**config.mk**
```make
export PLATFORM = sky130hd
export DESIGN_NAME = status_screen_pixel_generator
export DESIGN_NICKNAME = d
export VERILOG_FILES = /design/src/sspg_pkg.sv /design/src/sspg_shape_stage.sv /design/src/sspg_text_stage.sv /design/src/status_screen_pixel_generator.sv
export SDC_FILE = /design/constraint.sdc
export NUM_CORES = 1
export LEC_CHECK = 0
export BUFFER_PORTS_ARGS = -buffer_cell sky130_fd_sc_hd__buf_4
export CAP_MARGIN = 10
export CELL_PAD_IN_SITES_DETAIL_PLACEMENT = 2
export CELL_PAD_IN_SITES_GLOBAL_PLACEMENT = 2
export CORE_UTILIZATION = 43
export DETAILED_ROUTE_END_ITERATION = 7
export PLACE_DENSITY = 0.95
export SETUP_SLACK_MARGIN = 0.1
export SKIP_CTS_REPAIR_TIMING = 1
export SYNTH_ARGS = -nofsm -noshare
export SYNTH_HDL_FRONTEND = slang
export SYNTH_SLANG_ARGS = --single-unit
```
**constraint.sdc**
```tcl
create_clock -name clk -period 11.6 [get_ports clk]
set_clock_uncertainty 0.05 [all_clocks]
set_input_delay 1.16 -clock clk [delete_from_list [all_inputs] [get_ports clk]]
set_output_delay 1.16 -clock clk [all_outputs]
set_load 0.05 [all_outputs]
```
**src/sspg_pkg.sv**
```systemverilog
// ----------------------------------------------------------------------------
// sspg_pkg: shared types, constants and font for the status screen generator
// Holds the scene geometry, the colour set, the 5x7 font and the rectangle
// hit test used by the pipeline stages.
// ----------------------------------------------------------------------------
package sspg_pkg;

  // Coordinate width: default and upper bound of the COORD_BITS parameter
  localparam int COORD_BITS_DEF = 10;
  localparam int COORD_BITS_MAX = 12;
  // Signed working width for geometry: room for sums and negative offsets
  localparam int CALC_BITS = COORD_BITS_MAX + 2;

  typedef logic signed [CALC_BITS-1:0] calc_t;

  // Configuration register indexes
  typedef enum logic [1:0] {
    REG_FRAME_WIDTH   = 2'd0,
    REG_FRAME_HEIGHT  = 2'd1,
    REG_LINK_UP       = 2'd2,
    REG_BATTERY_LEVEL = 2'd3
  } cfg_reg_t;

  localparam int CFG_INDEX_BITS = 2;
  localparam int BATT_BITS      = 7;

  // Reset values of the configuration registers
  localparam int FRAME_WIDTH_RST   = 320;
  localparam int FRAME_HEIGHT_RST  = 240;
  localparam int BATTERY_LEVEL_RST = 127;
  localparam int BATTERY_FULL      = 100;

  // Colours, byte-swapped RGB565
  localparam logic [15:0] COL_BG     = 16'h0000;
  localparam logic [15:0] COL_HULL   = 16'hEF7B;
  localparam logic [15:0] COL_TRACK  = 16'hE73B;
  localparam logic [15:0] COL_GUN    = 16'h00FC;
  localparam logic [15:0] COL_LINK   = 16'hE007;
  localparam logic [15:0] COL_NOLINK = 16'h00F8;
  localparam logic [15:0] COL_TEXT   = 16'hFFFF;

  // Scene geometry
  localparam int HULL_W     = 60;
  localparam int HULL_H     = 40;
  localparam int TUR_W      = 30;
  localparam int TUR_H      = 20;
  localparam int GUN_W      = 40;
  localparam int GUN_H      = 6;
  localparam int TRK_H      = 8;
  localparam int ICON_X     = 280;
  localparam int ICON_Y     = 10;
  localparam int ICON_W     = 20;
  localparam int ICON_H     = 15;
  localparam int TXT_X      = 265;
  localparam int TXT_Y      = 35;
  localparam int GLYPH_STEP = 6;
  localparam int GLYPH_W    = 5;
  localparam int GLYPH_H    = 7;

  // Glyph codes: 0..9 are digits, then the percent sign
  localparam int GLYPH_COUNT = 11;
  localparam logic [3:0] GLYPH_ZERO = 4'd0;
  localparam logic [3:0] GLYPH_ONE  = 4'd1;
  localparam logic [3:0] GLYPH_PCT  = 4'd10;

  // Glyph slots of the readout
  localparam logic [1:0] SLOT_FIRST  = 2'd0;
  localparam logic [1:0] SLOT_SECOND = 2'd1;
  localparam logic [1:0] SLOT_THIRD  = 2'd2;

  // Layer hits of one pixel, lowest layer first
  typedef struct packed {
    logic track;
    logic hull;
    logic gun;
    logic icon;
  } layer_hits_t;

  // Position of one pixel inside the readout
  typedef struct packed {
    logic       in_box;
    logic [1:0] slot;
    logic [2:0] col;
    logic [2:0] row;
  } text_pos_t;

  // 5x7 font, bit 4 is the leftmost column
  localparam logic [0:GLYPH_COUNT-1][0:GLYPH_H-1][GLYPH_W-1:0] FONT = {
    {5'h1F, 5'h11, 5'h11, 5'h11, 5'h11, 5'h11, 5'h1F},
    {5'h04, 5'h0C, 5'h04, 5'h04, 5'h04, 5'h04, 5'h0E},
    {5'h1F, 5'h01, 5'h01, 5'h1F, 5'h10, 5'h10, 5'h1F},
    {5'h1F, 5'h01, 5'h01, 5'h1F, 5'h01, 5'h01, 5'h1F},
    {5'h11, 5'h11, 5'h11, 5'h1F, 5'h01, 5'h01, 5'h01},
    {5'h1F, 5'h10, 5'h10, 5'h1E, 5'h01, 5'h01, 5'h1E},
    {5'h0F, 5'h10, 5'h10, 5'h1E, 5'h11, 5'h11, 5'h0E},
    {5'h1F, 5'h01, 5'h02, 5'h04, 5'h08, 5'h08, 5'h08},
    {5'h0E, 5'h11, 5'h11, 5'h0E, 5'h11, 5'h11, 5'h0E},
    {5'h0E, 5'h11, 5'h11, 5'h0F, 5'h01, 5'h01, 5'h1E},
    {5'h19, 5'h19, 5'h04, 5'h08, 5'h13, 5'h13, 5'h00}
  };

  // Row bits of a glyph; codes past the percent sign are blank
  function automatic logic [GLYPH_W-1:0] glyph_row(input logic [3:0] code,
                                                   input logic [2:0] row);
    logic [GLYPH_W-1:0] bits;
    bits = '0;
    if (code <= GLYPH_PCT && row < 3'(GLYPH_H)) begin
      bits = FONT[code][row];
    end
    return bits;
  endfunction

  // Point inside a rectangle that fits wholly in the frame
  function automatic logic rect_hit(input calc_t px, input calc_t py,
                                    input calc_t rx, input calc_t ry,
                                    input calc_t rw, input calc_t rh,
                                    input calc_t fw, input calc_t fh);
    logic fits;
    logic covered;
    fits    = (rx >= 0) && (ry >= 0) && (rx + rw <= fw) && (ry + rh <= fh);
    covered = (px >= rx) && (px < rx + rw) && (py >= ry) && (py < ry + rh);
    return fits && covered;
  endfunction

endpackage

```
**src/sspg_shape_stage.sv**
```systemverilog
// ----------------------------------------------------------------------------
// sspg_shape_stage: rectangle and readout position stage
// Tests the pixel against every scene rectangle and locates it inside the
// readout; registers the results with the item's valid bit.
// ----------------------------------------------------------------------------
module sspg_shape_stage
  import sspg_pkg::*;
#(
  parameter int COORD_BITS = COORD_BITS_DEF
) (
  input  logic                  clk,
  input  logic                  rst,
  input  logic                  load,
  input  logic                  valid_in,
  input  logic [COORD_BITS-1:0] px,
  input  logic [COORD_BITS-1:0] py,
  input  logic [COORD_BITS-1:0] frame_width,
  input  logic [COORD_BITS-1:0] frame_height,
  output logic                  valid,
  output layer_hits_t           hits,
  output text_pos_t             text_pos
);

  calc_t       x;
  calc_t       y;
  calc_t       fw;
  calc_t       fh;
  calc_t       cx;
  calc_t       cy;
  calc_t       ox;
  calc_t       oy;
  logic        in_frame;
  layer_hits_t hits_next;
  text_pos_t   text_pos_next;

  assign x  = calc_t'(px);
  assign y  = calc_t'(py);
  assign fw = calc_t'(frame_width);
  assign fh = calc_t'(frame_height);
  assign cx = calc_t'(frame_width >> 1);
  assign cy = calc_t'(frame_height >> 1);

  // Test the scene rectangles, merging the ones that share a colour
  always_comb begin
    hits_next.track =
      rect_hit(x, y, cx - calc_t'(HULL_W / 2), cy - calc_t'(HULL_H / 2 + TRK_H),
               calc_t'(HULL_W), calc_t'(TRK_H), fw, fh) ||
      rect_hit(x, y, cx - calc_t'(HULL_W / 2), cy + calc_t'(HULL_H / 2),
               calc_t'(HULL_W), calc_t'(TRK_H), fw, fh);
    hits_next.hull =
      rect_hit(x, y, cx - calc_t'(HULL_W / 2), cy - calc_t'(HULL_H / 2),
               calc_t'(HULL_W), calc_t'(HULL_H), fw, fh) ||
      rect_hit(x, y, cx - calc_t'(TUR_W / 2), cy - calc_t'(TUR_H / 2),
               calc_t'(TUR_W), calc_t'(TUR_H), fw, fh);
    hits_next.gun =
      rect_hit(x, y, cx, cy - calc_t'(GUN_H / 2),
               calc_t'(GUN_W), calc_t'(GUN_H), fw, fh);
    hits_next.icon =
      rect_hit(x, y, calc_t'(ICON_X), calc_t'(ICON_Y),
               calc_t'(ICON_W), calc_t'(ICON_H), fw, fh);
  end

  // Locate the pixel in the readout: glyph slot, column and row
  assign ox       = x - calc_t'(TXT_X);
  assign oy       = y - calc_t'(TXT_Y);
  assign in_frame = (x < fw) && (y < fh);

  always_comb begin
    text_pos_next.in_box = 1'b0;
    text_pos_next.slot   = SLOT_FIRST;
    text_pos_next.col    = ox[2:0];
    text_pos_next.row    = oy[2:0];
    priority if (ox >= 0 && ox < calc_t'(GLYPH_W)) begin
      text_pos_next.in_box = 1'b1;
    end else if (ox >= calc_t'(GLYPH_STEP) && ox < calc_t'(GLYPH_STEP + GLYPH_W)) begin
      text_pos_next.in_box = 1'b1;
      text_pos_next.slot   = SLOT_SECOND;
      text_pos_next.col    = 3'(ox - calc_t'(GLYPH_STEP));
    end else if (ox >= calc_t'(2 * GLYPH_STEP) &&
                 ox < calc_t'(2 * GLYPH_STEP + GLYPH_W)) begin
      text_pos_next.in_box = 1'b1;
      text_pos_next.slot   = SLOT_THIRD;
      text_pos_next.col    = 3'(ox - calc_t'(2 * GLYPH_STEP));
    end else begin
      text_pos_next.in_box = 1'b0;
    end
    // Drop rows outside the glyph box and pixels outside the frame
    if (oy < 0 || oy >= calc_t'(GLYPH_H) || !in_frame) begin
      text_pos_next.in_box = 1'b0;
    end
  end

  // Hold the valid bit
  always_ff @(posedge clk) begin
    if (rst) begin
      valid <= 1'b0;
    end else if (load) begin
      valid <= valid_in;
    end
  end

  // Hold the payload
  always_ff @(posedge clk) begin
    if (load) begin
      hits     <= hits_next;
      text_pos <= text_pos_next;
    end
  end

endmodule

```
**src/sspg_text_stage.sv**
```systemverilog
// ----------------------------------------------------------------------------
// sspg_text_stage: readout glyph and colour resolve stage
// Picks the glyph of the pixel's slot from the battery level, reads its
// font bit and resolves the layers into the output colour register.
// ----------------------------------------------------------------------------
module sspg_text_stage
  import sspg_pkg::*;
(
  input  logic                 clk,
  input  logic                 rst,
  input  logic                 load,
  input  logic                 valid_in,
  input  layer_hits_t          hits,
  input  text_pos_t            text_pos,
  input  logic                 link_up,
  input  logic [BATT_BITS-1:0] battery_level,
  output logic                 valid,
  output logic [15:0]          pixel_color
);

  logic [14:0]          tens_prod;
  logic [3:0]           tens;
  logic [BATT_BITS-1:0] tens_x10;
  logic [3:0]           ones;
  logic [3:0]           code;
  logic [GLYPH_W-1:0]   row_bits;
  logic                 text_on;
  logic [15:0]          color_next;

  // Split the level into digits: divide by ten through a reciprocal
  assign tens_prod = 15'(battery_level) * 15'd205;
  assign tens      = tens_prod[14:11];
  assign tens_x10  = BATT_BITS'(tens) * BATT_BITS'(10);
  assign ones      = 4'(battery_level - tens_x10);

  // Choose the glyph of this slot
  always_comb begin
    code = GLYPH_PCT;
    if (battery_level == BATT_BITS'(BATTERY_FULL)) begin
      code = (text_pos.slot == SLOT_FIRST) ? GLYPH_ONE : GLYPH_ZERO;
    end else begin
      unique case (text_pos.slot)
        SLOT_FIRST:  code = tens;
        SLOT_SECOND: code = ones;
        default:     code = GLYPH_PCT;
      endcase
    end
  end

  assign row_bits = glyph_row(code, text_pos.row);
  assign text_on  = text_pos.in_box &&
                    (battery_level <= BATT_BITS'(BATTERY_FULL)) &&
                    row_bits[3'(GLYPH_W - 1) - text_pos.col];

  // Resolve layers, topmost first
  always_comb begin
    priority if (text_on) begin
      color_next = COL_TEXT;
    end else if (hits.icon) begin
      color_next = link_up ? COL_LINK : COL_NOLINK;
    end else if (hits.gun) begin
      color_next = COL_GUN;
    end else if (hits.hull) begin
      color_next = COL_HULL;
    end else if (hits.track) begin
      color_next = COL_TRACK;
    end else begin
      color_next = COL_BG;
    end
  end

  // Hold the valid bit
  always_ff @(posedge clk) begin
    if (rst) begin
      valid <= 1'b0;
    end else if (load) begin
      valid <= valid_in;
    end
  end

  // Hold the colour
  always_ff @(posedge clk) begin
    if (load) begin
      pixel_color <= color_next;
    end
  end

endmodule

```
**src/status_screen_pixel_generator.sv**
```systemverilog
// ----------------------------------------------------------------------------
// status_screen_pixel_generator: colour of one status screen pixel
// Input register, shape test stage and text/colour stage under a
// valid/ready pipeline, plus the configuration registers.
// ----------------------------------------------------------------------------
// Takes one pixel coordinate per clock while the output side takes results
// and returns its byte-swapped RGB565 colour through the input register,
// the rectangle stage and the text and colour stage, which hold one item
// each; each stage stalls only when the one after it is full and blocked.
// Configuration writes are accepted in every cycle and must be made while
// no item is in flight.
module status_screen_pixel_generator
  import sspg_pkg::*;
#(
  parameter int COORD_BITS = COORD_BITS_DEF
) (
  input  logic                      clk,
  input  logic                      rst,
  input  logic                      in_valid,
  output logic                      in_ready,
  input  logic [COORD_BITS-1:0]     pixel_x,
  input  logic [COORD_BITS-1:0]     pixel_y,
  output logic                      out_valid,
  input  logic                      out_ready,
  output logic [15:0]               pixel_color,
  input  logic                      cfg_valid,
  output logic                      cfg_ready,
  input  logic [CFG_INDEX_BITS-1:0] cfg_index,
  input  logic [COORD_BITS-1:0]     cfg_data
);

  logic [COORD_BITS-1:0] frame_width;
  logic [COORD_BITS-1:0] frame_height;
  logic                  link_up;
  logic [BATT_BITS-1:0]  battery_level;

  logic                  in_vld;
  logic [COORD_BITS-1:0] in_x;
  logic [COORD_BITS-1:0] in_y;
  logic                  shape_vld;
  layer_hits_t           shape_hits;
  text_pos_t             shape_text;
  logic                  adv_in;
  logic                  adv_shape;
  logic                  adv_out;

  // Configuration registers
  assign cfg_ready = 1'b1;

  always_ff @(posedge clk) begin
    if (rst) begin
      frame_width   <= COORD_BITS'(FRAME_WIDTH_RST);
      frame_height  <= COORD_BITS'(FRAME_HEIGHT_RST);
      link_up       <= 1'b0;
      battery_level <= BATT_BITS'(BATTERY_LEVEL_RST);
    end else if (cfg_valid && cfg_ready) begin
      unique case (cfg_reg_t'(cfg_index))
        REG_FRAME_WIDTH:   frame_width   <= cfg_data;
        REG_FRAME_HEIGHT:  frame_height  <= cfg_data;
        REG_LINK_UP:       link_up       <= cfg_data[0];
        REG_BATTERY_LEVEL: battery_level <= cfg_data[BATT_BITS-1:0];
        default:           ;
      endcase
    end
  end

  // Stage enables: a stage advances when empty or when the next one moves
  assign adv_out   = !out_valid || out_ready;
  assign adv_shape = !shape_vld || adv_out;
  assign adv_in    = !in_vld || adv_shape;
  assign in_ready  = adv_in;

  // Input register
  always_ff @(posedge clk) begin
    if (rst) begin
      in_vld <= 1'b0;
    end else if (adv_in) begin
      in_vld <= in_valid;
    end
  end

  always_ff @(posedge clk) begin
    if (adv_in) begin
      in_x <= pixel_x;
      in_y <= pixel_y;
    end
  end

  sspg_shape_stage #(
    .COORD_BITS (COORD_BITS)
  ) u_shape (
    .clk          (clk),
    .rst          (rst),
    .load         (adv_shape),
    .valid_in     (in_vld),
    .px           (in_x),
    .py           (in_y),
    .frame_width  (frame_width),
    .frame_height (frame_height),
    .valid        (shape_vld),
    .hits         (shape_hits),
    .text_pos     (shape_text)
  );

  sspg_text_stage u_text (
    .clk           (clk),
    .rst           (rst),
    .load          (adv_out),
    .valid_in      (shape_vld),
    .hits          (shape_hits),
    .text_pos      (shape_text),
    .link_up       (link_up),
    .battery_level (battery_level),
    .valid         (out_valid),
    .pixel_color   (pixel_color)
  );

`ifndef NO_ASSERTIONS
  // Input stalls only when every stage is full and the output is blocked
  a_stall_source: assert property (@(posedge clk) disable iff (rst)
    !in_ready |-> (in_vld && shape_vld && out_valid && !out_ready))
    else $error("input stalled without output back-pressure");

  // An item in the input register that may advance reaches the shape stage
  a_in_to_shape: assert property (@(posedge clk) disable iff (rst)
    (in_vld && adv_shape) |=> shape_vld)
    else $error("item lost between input and shape stage");

  // An item in the shape stage that may advance reaches the output
  a_shape_to_out: assert property (@(posedge clk) disable iff (rst)
    (shape_vld && adv_out) |=> out_valid)
    else $error("item lost between shape stage and output");

  // Text colour only appears when the readout is shown
  a_text_level: assert property (@(posedge clk) disable iff (rst)
    (out_valid && pixel_color == COL_TEXT) |->
      (battery_level <= BATT_BITS'(BATTERY_FULL)))
    else $error("text colour with readout hidden");
`endif

endmodule

```
Word-level counts from Yosys, hierarchy flattened
Memories as Yosys holds them, arrays and structs flattened.
Index checks and enable logic that the tools add are counted.
{"block": "word_totals", "word_cells": 188, "rom_bits": 560, "register_bits": 80, "output_inout_bits": 19, "mem_count": 1}
{"name": "(name not given)", "words": 16, "width": 35, "read_ports": 1, "rd_clocked_by_memory_dff": 0, "write_ports": 0, "line": "sspg_pkg.sv:108", "source": "bits = FONT[code][row];"}
{"block": "classes", "mul": 2, "n_bitwise": 2, "n_lt_le_gt_ge": 54, "add_sub_neg": 21, "n_mux": 21, "n_reduce_logical": 63, "eq_ne": 5}
{"op": "$le 14x11->1", "count": 8}
{"op": "$lt 11x14->1", "count": 8}
{"op": "$mux 16", "count": 5}
{"op": "$mux 35", "count": 2}
{"op": "$ge 11x10->1", "count": 6}
{"op": "$ge 10x1->1 const B", "count": 6}
{"op": "$logic_and 1x1->1", "count": 45}
{"op": "$sub 9x5->10 const B", "count": 3}
{"op": "$add 10x6->11 const B", "count": 2}
{"op": "$add 10x7->11 const B", "count": 2}
{"op": "$ge 11x4->1 const B", "count": 2}
{"op": "$lt 10x10->1", "count": 2}
{"op": "$mux 5", "count": 4}
{"op": "$sub 9x4->10 const B", "count": 2}
{"op": "$bmux 5 s3", "count": 1}
{"op": "$mul 7x8->15 const B", "count": 1}
{"op": "$add 14x5->14 const B", "count": 1}
{"op": "$ge 11x14->1", "count": 1}
{"op": "$ge 14x1->1 const B", "count": 1}
{"op": "$add 10x4->11 const B", "count": 1}
{"op": "$add 10x5->11 const B", "count": 1}
{"op": "$ge 11x1->1 const B", "count": 1}
{"op": "$ge 11x5->1 const B", "count": 1}
{"op": "$lt 11x1->1 const B", "count": 1}
{"op": "other kinds (43)", "count": 61}

Logic depth before layout (Yosys ltp)
Gate-level depths: netlist of the first run.
{"block": "depth", "depth_word": 16, "ltp_mapped": 28, "depth_no_buf": 27}

By module
From an unflattened synthesis of the first run, not the netlist that was laid out.
{"block": "unflattened", "hier_cells": 1432, "hier_area_um2": 12251.8}
{"mod": "sspg_shape_stage", "area_per_inst_um2": 7931.4, "cells_each": 990, "seq_area_each_um2": 410.4, "n_inst": 1}
{"mod": "sspg_text_stage", "area_per_inst_um2": 2491.1, "cells_each": 298, "seq_area_each_um2": 260.2, "n_inst": 1}
{"mod": "status_screen_pixel_generator", "area_per_inst_um2": 1829.3, "cells_each": 144, "seq_area_each_um2": 1181.1, "n_inst": 1}

Least setup slack after synthesis of the first run
Ideal clock, no wire load.
{"block": "synth_timing", "kind": "register -> register", "from": "reg battery_level[4]", "to": "reg u_text.pixel_color[14], data pin", "setup_slack_ns": 5.677, "arrival_ns": 5.608, "synth_period_minus_slack_ns": 5.923, "path_stages_with_launch": 29, "path_cell_list": "dfxtp_1 > inv_1 > ha_1 > inv_1 > fa_1 > ha_1 > inv_1 > fa_1 > inv_1 > ha_1 > nand3_1 > a211oi_2 > mux2i_1 > nand2_1 > ha_1 > inv_1 > fa_1 > xnor3_1 > nor2b_1 > nand2_1 > a21oi_1 > and4bb_1 > nand3_2 > buf_6 > a21oi_1 > a2111oi_1 > a211oi_2 > nand4_2 > nand3_1"}
{"block": "synth_via", "elab_chain_cells": 16}
{"element": "start, declared", "line": "status_screen_pixel_generator.sv:35", "source": "logic [BATT_BITS-1:0] battery_level;"}
{"element": "start signal, assigned", "line": "status_screen_pixel_generator.sv:55", "source": "battery_level <= BATT_BITS'(BATTERY_LEVEL_RST);"}
{"element": "start signal, assigned", "line": "status_screen_pixel_generator.sv:61", "source": "REG_BATTERY_LEVEL: battery_level <= cfg_data[BATT_BITS-1:0];"}
{"element": "$mul 7x8->15", "line": "sspg_text_stage.sv:31", "source": "assign tens_prod = 15'(battery_level) * 15'd205;"}
{"element": "$mul 4x3->3", "line": "sspg_text_stage.sv:33", "source": "assign tens_x10 = BATT_BITS'(tens) * BATT_BITS'(10);"}
{"element": "$sub 4x4->4", "line": "sspg_text_stage.sv:34", "source": "assign ones = 4'(battery_level - tens_x10);"}
{"element": "$pmux 4 s2", "line": "sspg_text_stage.sv:42", "source": "unique case (text_pos.slot)"}
{"element": "$mux 4", "line": "sspg_text_stage.sv:39", "source": "if (battery_level == BATT_BITS'(BATTERY_FULL)) begin"}
{"element": "$not 4->5 (implied by the code)", "line": "sspg_pkg.sv:108"}
{"element": "$mem_v2 16x35"}
{"element": "$mux 35 (implied by the code) (2 in series)", "line": "sspg_pkg.sv:108"}
{"element": "$bmux 5 s3", "line": "sspg_pkg.sv:108"}
{"element": "$mux 5 (implied by the code) (2 in series)", "line": "sspg_pkg.sv:108"}
{"element": "$mux 5", "line": "sspg_pkg.sv:107", "source": "if (code <= GLYPH_PCT && row < 3'(GLYPH_H)) begin"}
{"element": "$bmux 1 s3", "line": "sspg_text_stage.sv:53", "source": "row_bits[3'(GLYPH_W - 1) - text_pos.col];"}
{"element": "$mux 1 (implied by the code)", "line": "sspg_text_stage.sv:53"}
{"element": "$logic_and 1x1->1 (*)", "line": "sspg_text_stage.sv:52", "source": "(battery_level <= BATT_BITS'(BATTERY_FULL)) &&"}
{"element": "end signal, assigned", "line": "sspg_text_stage.sv:84", "source": "pixel_color <= color_next;"}
{"element": "end, declared", "line": "sspg_text_stage.sv:18", "source": "output logic [15:0] pixel_color"}
Every way passes the cells marked *; elsewhere a longest branch is shown, timed or not. The select of a mux whose other input is x is not followed.
A chain may end at the register's enable or synchronous reset.

Worst setup path in the final report of the first run
{"block": "layout_timing", "from": "reg battery_level[4]", "to": "reg u_text.pixel_color[6], data pin"}
The elaborated chain is that of the path after synthesis.

==> results of run 1 <==
## cells by family (layout without fill, tap and decap cells)
kind of cell	count (synthesis)	count (layout)	synth area share, %
other	1	1	0.03171
flip-flops	72	72	15.66
adder cells (fa/ha/maj)	303	303	32.62
multiplexers	16	16	1.386
XOR/XNOR	107	107	8.040
AO/OA/AOI/OAI	333	333	19.41
AND/OR/NAND/NOR	384	384	16.86
buffers and inverters	175	212	5.987
## worst reg2reg max path, cell delays in order, from the launching register on
cell	delay (ns)
dfxtp_1	0.45
inv_1	0.17
ha_1	0.33
inv_1	0.12
fa_1	0.46
ha_1	0.29
inv_1	0.06
fa_1	0.53
inv_1	0.05
ha_1	0.28
nand3_1	0.17
a211oi_2	0.30
mux2i_1	0.55
nand2_1	0.20
ha_1	0.23
inv_1	0.07
fa_1	0.28
xnor3_1	0.44
nor2b_1	0.27
nand2_1	0.10
a21oi_1	0.19
and4bb_1	0.27
nand3_2	0.30
a31oi_1	0.16
a2111oi_1	0.61
a211oi_2	0.11
nand4_2	0.20
o21ai_1	0.10
## registers in the layout (all words and copies together) (netlist names)
name                flops
u_text.valid            1
frame_height           10
battery_level           7
in_vld                  1
in_x                   10
u_shape.valid           1
u_shape.hits            4
frame_width            10
u_text.pixel_color      8
link_up                 1
u_shape.text_pos        9
in_y                   10
## worst max path at each step
stage / endpoint / cells after the start / start
after CTS: u_text.pixel_color[7] / 27 / battery_level[4]
after global placement: u_text.pixel_color[2] / 27 / battery_level[4]
final: u_text.pixel_color[6] / 27 / battery_level[4]
after floorplan: u_text.pixel_color[14] / 28 / battery_level[4]
after detailed placement: u_text.pixel_color[6] / 27 / battery_level[4]
after global routing: u_text.pixel_color[6] / 27 / battery_level[4]
## power breakdown
part | internal [W] | switching (W)
registers | 0.000286 | 0.0000381
logic | 0.000357 | 0.000641
clock network | 0.000172 | 0.000140
## stage by stage
| step | power, W | instance area (um^2) |
|---|---|---|
| after floorplan | 0.0009678 | 11830 |
| after global placement | 0.001156 | 12510 |
| after detailed placement | 0.001258 | 12510 |
| after CTS | 0.001610 | 12820 |
| after global routing | 0.001710 | 12820 |
| final | 0.001634 | 12820 |
## final cells by class
type                            count  area [um^2]  area share (%)
Timing Repair Buffer               60        450.4           3.513
Tap cell                          341        426.7           3.327
Multi-Input combinational cell   1144         9273           72.32
Inverter                          136        510.5           3.981
Sequential cell                    72         1852           14.44
Clock inverter                      7        85.08          0.6635
Clock buffer                        9        225.2           1.756
## per-layer routing
metal | GRT usage (%) | vias to the layer above
met3 | 6.253 | 264
met1 | 43.39 | 6017
met4 | 24.45 | 4
met2 | 69.82 | 681
met5 | 0 | -
li1 | - | 5080
## synthesized netlist by cell type, types with 9 or more instances
library cell and n:
a211o_1 12, a211oi_1 11, a21o_1 55, a21oi_1 81, a31oi_1 11, buf_4 9
clkbuf_1 18, dfxtp_1 31, edfxtp_1 41, fa_1 9, ha_1 294, inv_1 129
mux2i_1 13, nand2_1 102, nand2b_1 16, nand3_1 29, nand3b_1 12, nand4_1 19
nor2_1 81, nor2b_1 28, nor3_1 27, nor4_1 17, o211ai_1 9, o21a_1 21
o21ai_0 42, o21bai_1 12, xnor2_1 78, xor2_1 28
==> results.toml, run 1 <==
[yosys]
ys_seq_elements = 72
ys_top_cells_by_area = "ha_1, edfxtp_1, xnor2_1, dfxtp_1, inv_1"
yosysWarningCount = 0
synthesis.nets = 1731
yosysTopAreaCell = "ha_1"
synth.distinct_cells = 91
synthCells = 1391
syn_area_per_cell_um2 = 8.503
synth-seq-area-share_pct = 15.66
synth_ff_type = "edfxtp_1"
async_reset_ff_share_pct = 0
synth_enable_flop_cells = 41
netlist_area_um2 = 11830
synthDominantCellAreaShare_pct = 31.10

[setup_path]
arrival_ns = 7.65
r2r-end = "u_text.pixel_color[6]"
criticalPathCategory = "flip-flop to flip-flop"
cp_slowest_cell = "a2111oi_1"
crit-reg2reg-launch = "battery_level[4]"
reg2reg_depth = 27
startpoint_type = "flip-flop"
crit_top_cell = "inv_1"
cpPeakStageDelay_ns = 0.61
crit_required_ns = 11.66
worst-path-max-fanout = 17
endpoint_kind = "flip-flop"
crit_family = "adder cells"
crit_buf_inv = 5
rrSetupSlack_ns = 4.00

[min_path]
min_path_type = "flip-flop to flip-flop"
holdCritStartpoint = "u_shape.valid"
holdPathEnd = "u_text.valid"
min_path_cells = 2

[timing]
tightestPinTransition_ns = 1.091
whs_ns = 0.4400
setup_ws_ns = 4.003
hold_viol = 0
relSlewSlack_pct = 25.41
period_share_pct = 65.49
drv_slew = 0
rsz0062_at_grt = "false"
setup_violations = 0
period_needed_ns = 7.597
tns_ns = 0
fmax_ghz = 0.1316

[clock_network]
cts_tree = "yes"
clk_path_buf_depth = 2
clk_latency_ns = 0.37
numCtsBuffers = 9
cts_sinks = 72
root_buffer = "clkbuf_16"
cts.htree.levels = 3
clkSlewWorstSetupHoldPaths_ns = 0.07

[die]
core_um2 = 26950
io_pins = 56
start_util_pct = 43.89
dieArea_um2 = 28170
die_w_um = 167.9
rows = 60
die_h_um = 167.9

[finish]
layout.cells.non_filler = 1769
fillers = 2934
drive_gt1_share_pct = 7.353
antenna_cells = 0
final_nets = 1763
syn2layout_area_growth_pct = 8.410
final_common_cell = "ha_1"
post-route-util_pct = 47.58
layout_common_cells = "ha_1, inv_1, nand2_1"

[pwr]
p_per_area_nw_per_um2 = 127.4
peakVddDrop_uv = 95.50
leakage_nw = 5.982

[route]
vias_per_cell = 6.809
route.detailed.wl_per_inst_um = 31.02
met2_length_um = 27070
drt-met1-wl_um = 20620
dr_total_vias = 12050
dr_wl_met3_um = 3649
topRoutingLayerUsed = "met5"
antenna_left = 0
drt_first_pass_iters = 5
drt_iter0_drc = 1093
drt-total-wl_um = 54870
drc_errors = 0

[place]
placed_cells = 1753
hpwlAfterDp_um = 38170
preCtsSetupSlack_ns = 4.460
globalplace.congestion = 0.9027
portBuffers = 54

[grt]
grt_usage_pct = 39.10
grt_max_degree = 32
antenna_found_initial = 2
grt_pass1_wl_um = 84300
grt_pass1_vias = 13710
overflow = 0

[run]
drv_cap = 0

[run_status]
status = "finished, final reports clean"
Note: power is estimated with default switching activity, not from simulation.
==> inputs of run 2 (changes only) <==
Settings changed: ABC_AREA set to 1, CORE_UTILIZATION 43 to 38, PLACE_DENSITY 0.95 to 0.9.
Clock period 11.6 ns to 7.9 ns, I/O delays scaled along.
==> run 2 against run 1 <==
  * Combinational power is 57% higher
  * Critical path type unchanged
  * Synthesized cell count up 15%
  * Power grew 53%
  * Clock power rose by 46%
  * Sequential power increased by 50%
  * Area after synthesis unchanged
  * Maximum frequency is 15% higher
  * Non-clock buffer count is 3 lower
  * Sequential share of layout area shrank 0.056 points
  * Utilization is 5.5 points lower
  * Wire length is 6.4% higher
==> results.toml, run 2 <==
[setup_path]
cpPeakStageDelay_ns = 0.58
endpoint_kind = "flip-flop"
criticalPathCategory = "flip-flop to flip-flop"
startpoint_type = "flip-flop"
crit_top_cell = "nand2_1"
arrival_ns = 6.64
reg2reg_depth = 30
crit_required_ns = 7.94
cp_slowest_cell = "a21boi_1"
worst-path-max-fanout = 8

[die]
dieArea_um2 = 31840
core_um2 = 30590
die_w_um = 178.4
io_pins = 56
die_h_um = 178.4
rows = 64
start_util_pct = 38.67

[place]
portBuffers = 54
place_area_um2 = 12560
globalplace.congestion = 0.8801
hpwlAfterDp_um = 39500

[finish]
syn2layout_area_growth_pct = 8.833
final_common_cell = "ha_1"
final_nets = 1976
post-route-util_pct = 42.08
layout_common_cells = "ha_1, nand2_1, inv_1"
drive_gt1_share_pct = 5.976
fin_area_um2 = 12870
fillers = 3593

[route]
antenna_left = 0
drt_iter0_drc = 791
vias_per_cell = 6.194
dr_total_vias = 12620
drc_errors = 0
route.detailed.wl_per_inst_um = 28.64
drt-total-wl_um = 58370
drt_first_pass_iters = 5

[run]
drv_cap = 0

[yosys]
yosysWarningCount = 0
synth_ff_type = "edfxtp_1"
netlist_area_um2 = 11830
synth_enable_flop_cells = 41
synth-seq-area-share_pct = 15.66
yosysTopAreaCell = "ha_1"
async_reset_ff_share_pct = 0
ys_seq_elements = 72
yosys-top-cells-count = "ha_1, nand2_1, inv_1, a21oi_1, nor2_1"
synth.distinct_cells = 59
synth_most_common_cell = "ha_1"
ys_top_cells_by_area = "ha_1, edfxtp_1, nand2_1, inv_1, a21oi_1"
synthDominantCellAreaShare_pct = 31.10
syn_area_per_cell_um2 = 7.406
synthCells = 1597
synthesis.nets = 1937

[timing]
hold_viol = 0
fmax_ghz = 0.1513
relSlewSlack_pct = 36.82
drv_slew = 0
setup_violations = 0
rsz0062_at_grt = "false"
tightestPinTransition_ns = 0.9477
tns_ns = 0
whs_ns = 0.4686
period_share_pct = 83.66
period_needed_ns = 6.609

[pwr]
p_per_area_nw_per_um2 = 194.8
leakage_nw = 6.616
peakVddDrop_uv = 107.9

[run_status]
status = "finished, final reports clean"

[grt]
grt_max_degree = 26
grt_pass1_vias = 14600
grt_pass1_wl_um = 87040
grt_usage_pct = 36.73
overflow = 0
antenna_found_initial = 1

[min_path]
min_path_type = "flip-flop to flip-flop"
min_path_cells = 2

[clock_network]
clk_latency_ns = 0.35
numCtsBuffers = 9
clkSlewWorstSetupHoldPaths_ns = 0.07
root_buffer = "clkbuf_16"
cts.htree.levels = 3
clk_path_buf_depth = 2
cts_tree = "yes"
cts_sinks = 72
==> run 2: path summary, 6_finish.rpt <==
check                         from               endpoint  slack [ns]
hold / removal       u_shape.valid           u_text.valid        0.47
setup reg to reg  battery_level[4]  u_text.pixel_color[7]        1.29
hold reg to reg      u_shape.valid           u_text.valid        0.47
setup / recovery  battery_level[4]  u_text.pixel_color[7]        1.29
==> run 2: cells by family after synthesis <==
logic type                 after synthesis  synth area share [%]
and+or+nand+nor                        530                 19.75
AOI/OAI and AO/OA                      318                 15.78
adders and majority gates              303                 32.62
buffers and inverters                  290                 9.880
xor gates and xnor gates                83                 6.273
DFF                                     72                 15.66
other                                    1               0.03171
==> run 2: power breakdown <==
group	internal (W)	switching (W)	total, W
Sequential	0.000423	0.0000619	0.000485
Combinational	0.000500	0.00107	0.00157
Clock	0.000275	0.000182	0.000456
==> run 2: worst max-delay path: cells and delay by family, from the launching register on <==
kind                       cells  cell delay (ns)
AOI/OAI and AO/OA              5             1.32
DFF                            1             0.46
adders and majority gates      7             2.40
buffers and inverters          5             0.58
and+or+nand+nor               13             1.55
==> run 2: area by class of cell <==
type	count	area [um^2]	area share, %
well taps	396	495.5	3.849
multi-input cells	1235	8807	68.42
inverters	261	982.2	7.630
diodes	2	5.005	0.03888
flip-flops and latches	72	1852	14.39
clock inverters	4	70.07	0.5443
clock buffers	11	232.7	1.808
repair buffers	57	427.9	3.324
==> run 2: layer usage <==
metal	up-vias	routed length, um	GRT usage, %
met3	290	3194	6.628
met2	532	29190	66.57
li1	5491	-	-
met5	-	0	0
met1	6311	21680	37.82
met4	0	4297	26.48
==> run 2: metrics by stage <==
stage	instances	worst slack [ns]	total power [W]
after CTS	2036	1.359	0.002479
after global routing	2036	0.8392	0.002643
after floorplan	1597	2.864	0.001456
final	2038	1.291	0.002507
after global placement	2021	2.335	0.001757
after detailed placement	2021	1.826	0.001909
==> inputs of run 3 (changes only) <==
Settings changed: ABC_AREA 1 to 0, CORE_UTILIZATION 38 to 40.
Clock period 7.9 ns to 6.5 ns, I/O delays scaled along.
==> run 3 against run 2 <==
  * Register-to-register slack lost 1.1 ns
  * Count of clock-buffer cells in the layout shrank 2
  * Final cell count shrank 10%
  * Worst hold slack lost 0.071 ns
  * Utilization grew 3.4 points
  * Via count shrank 8.3%
  * Sequential cell count is the same
  * Die area shrank 4.9%
  * Critical path type unchanged
  * Largest power group unchanged
==> results.toml, run 3 (same netlist as run 1, synthesis figures left out) <==
[timing]
setup_violations = 0
rsz0062_at_grt = "true"
relSlewSlack_pct = 9.510
period_share_pct = 96.38
hold_viol = 0
drv_slew = 0
setup_ws_ns = 0.2353
tns_ns = 0
fmax_ghz = 0.1596
tightestPinTransition_ns = 1.323
whs_ns = 0.3976
period_needed_ns = 6.265

[place]
globalplace.congestion = 0.9245
hpwlAfterDp_um = 36890
placed_cells = 1808
preCtsSetupSlack_ns = -0.1189
place_area_um2 = 12660
portBuffers = 54

[route]
drt_first_pass_iters = 5
route.detailed.wl_per_inst_um = 27.25
drc_errors = 0
drt-total-wl_um = 49810
vias_per_cell = 6.333
dr_total_vias = 11580
drt_iter0_drc = 719
antenna_left = 0

[setup_path]
rrSetupSlack_ns = 0.24
crit-reg2reg-launch = "battery_level[4]"
cpPeakStageDelay_ns = 0.50
startpoint_type = "flip-flop"
crit_path_end = "u_text.pixel_color[10]"
arrival_ns = 6.46
cp-startpoint = "battery_level[4]"
endpoint_kind = "flip-flop"
criticalPathCategory = "flip-flop to flip-flop"
worst-path-max-fanout = 8
reg2reg_depth = 29
r2r-end = "u_text.pixel_color[10]"
cp_slowest_cell = "fa_1"
crit_required_ns = 6.69

[die]
die_w_um = 174.0
core_um2 = 28860
start_util_pct = 40.99
dieArea_um2 = 30260
die_h_um = 174.0
rows = 62
io_pins = 56

[finish]
final_nets = 1779
final_common_cell = "ha_1"
regArea_um2 = 1857
multi_input_area_um2 = 9376
antenna_cells = 0
layout.cells.non_filler = 1828
drive_gt1_share_pct = 9.765
fillers = 3246
fin_area_um2 = 13120
syn2layout_area_growth_pct = 10.96
layout_common_cells = "ha_1, inv_1, nand2_1"

[pwr]
leakage_nw = 6.072
peakVddDrop_uv = 181.0
combPwrFrac_pct = 62.1
power.internal_w = 0.001532
p_per_area_nw_per_um2 = 228.2
switchingPower_w = 0.001462
p_seq_share_pct = 19.1
pwr-share-clk_pct = 18.7
swShare_pct = 48.84

[clock_network]
cts_tree = "yes"
cts.htree.levels = 3
numCtsBuffers = 9
clk_latency_ns = 0.38
clk_path_buf_depth = 2
cts_sinks = 72
root_buffer = "clkbuf_16"
clkSlewWorstSetupHoldPaths_ns = 0.07

[grt]
grt_max_degree = 32
grt_pass1_wl_um = 76200
antenna_found_initial = 2
overflow = 0
grt_pass1_vias = 13210
grt_usage_pct = 32.68

[run_status]
status = "finished, final reports clean"

[run]
drv_cap = 0

[min_path]
min_path_type = "input port to flip-flop"
-- run 3: cell type report --
type / count / area share, %
multi-input combinational: 1144 / 71.45
sequential: 72 / 14.15
timing repair buffer: 76 / 4.471
inverter: 136 / 3.890
tap: 384 / 3.661
clock buffer: 9 / 1.716
clock inverter: 7 / 0.6674
-- run 3: critical path, delay by kind of cell (launching register included) --
| family | cells | cell delay, ns |
|---|---|---|
| AND/OR/NAND/NOR | 8 | 1.28 |
| buffers and inverters | 7 | 0.58 |
| multiplexers | 2 | 0.37 |
| XOR/XNOR | 1 | 0.24 |
| flip-flops | 1 | 0.38 |
| AO/OA/AOI/OAI | 4 | 0.96 |
| adder cells (fa/ha/maj) | 7 | 2.25 |
-- run 3: worst min path at each step --
stage / startpoint / to / depth (start not counted)
global route: pixel_y[3] / in_y[3] / 1
detailed placement: u_shape.valid / u_text.valid / 2
CTS: pixel_y[4] / in_y[4] / 1
finish: pixel_y[3] / in_y[3] / 1
global placement: u_shape.valid / u_text.valid / 2
floorplan: u_shape.valid / u_text.valid / 2
-- run 3: stage by stage --
stage / total power (W) / utilization, %
floorplan: 0.001727 / -
global placement: 0.002144 / 43.86
detailed placement: 0.002292 / 43.86
CTS: 0.002897 / 44.94
global route: 0.003157 / 45.48
finish: 0.002995 / 45.48
-- run 3: power groups by stage --
stage | registers (W) | clock network (W) | logic (W)
2_1_floorplan | 0.000573 | 0 | 0.00115
3_3_place_gp | 0.000576 | 0 | 0.00157
3_5_place_dp | 0.000581 | 0 | 0.00171
4_1_cts | 0.000571 | 0.000569 | 0.00176
5_1_grt | 0.000577 | 0.000580 | 0.00200
6_report | 0.000573 | 0.000561 | 0.00186
-- run 3: metal layers --
layer	GRT usage (%)	vias up	share of wire, %
met2	58.50	420	50
met5	0	-	0.026
met3	4.965	211	4.5
met1	36.77	5825	40
met4	18.75	2	5.8
li1	-	5119	-
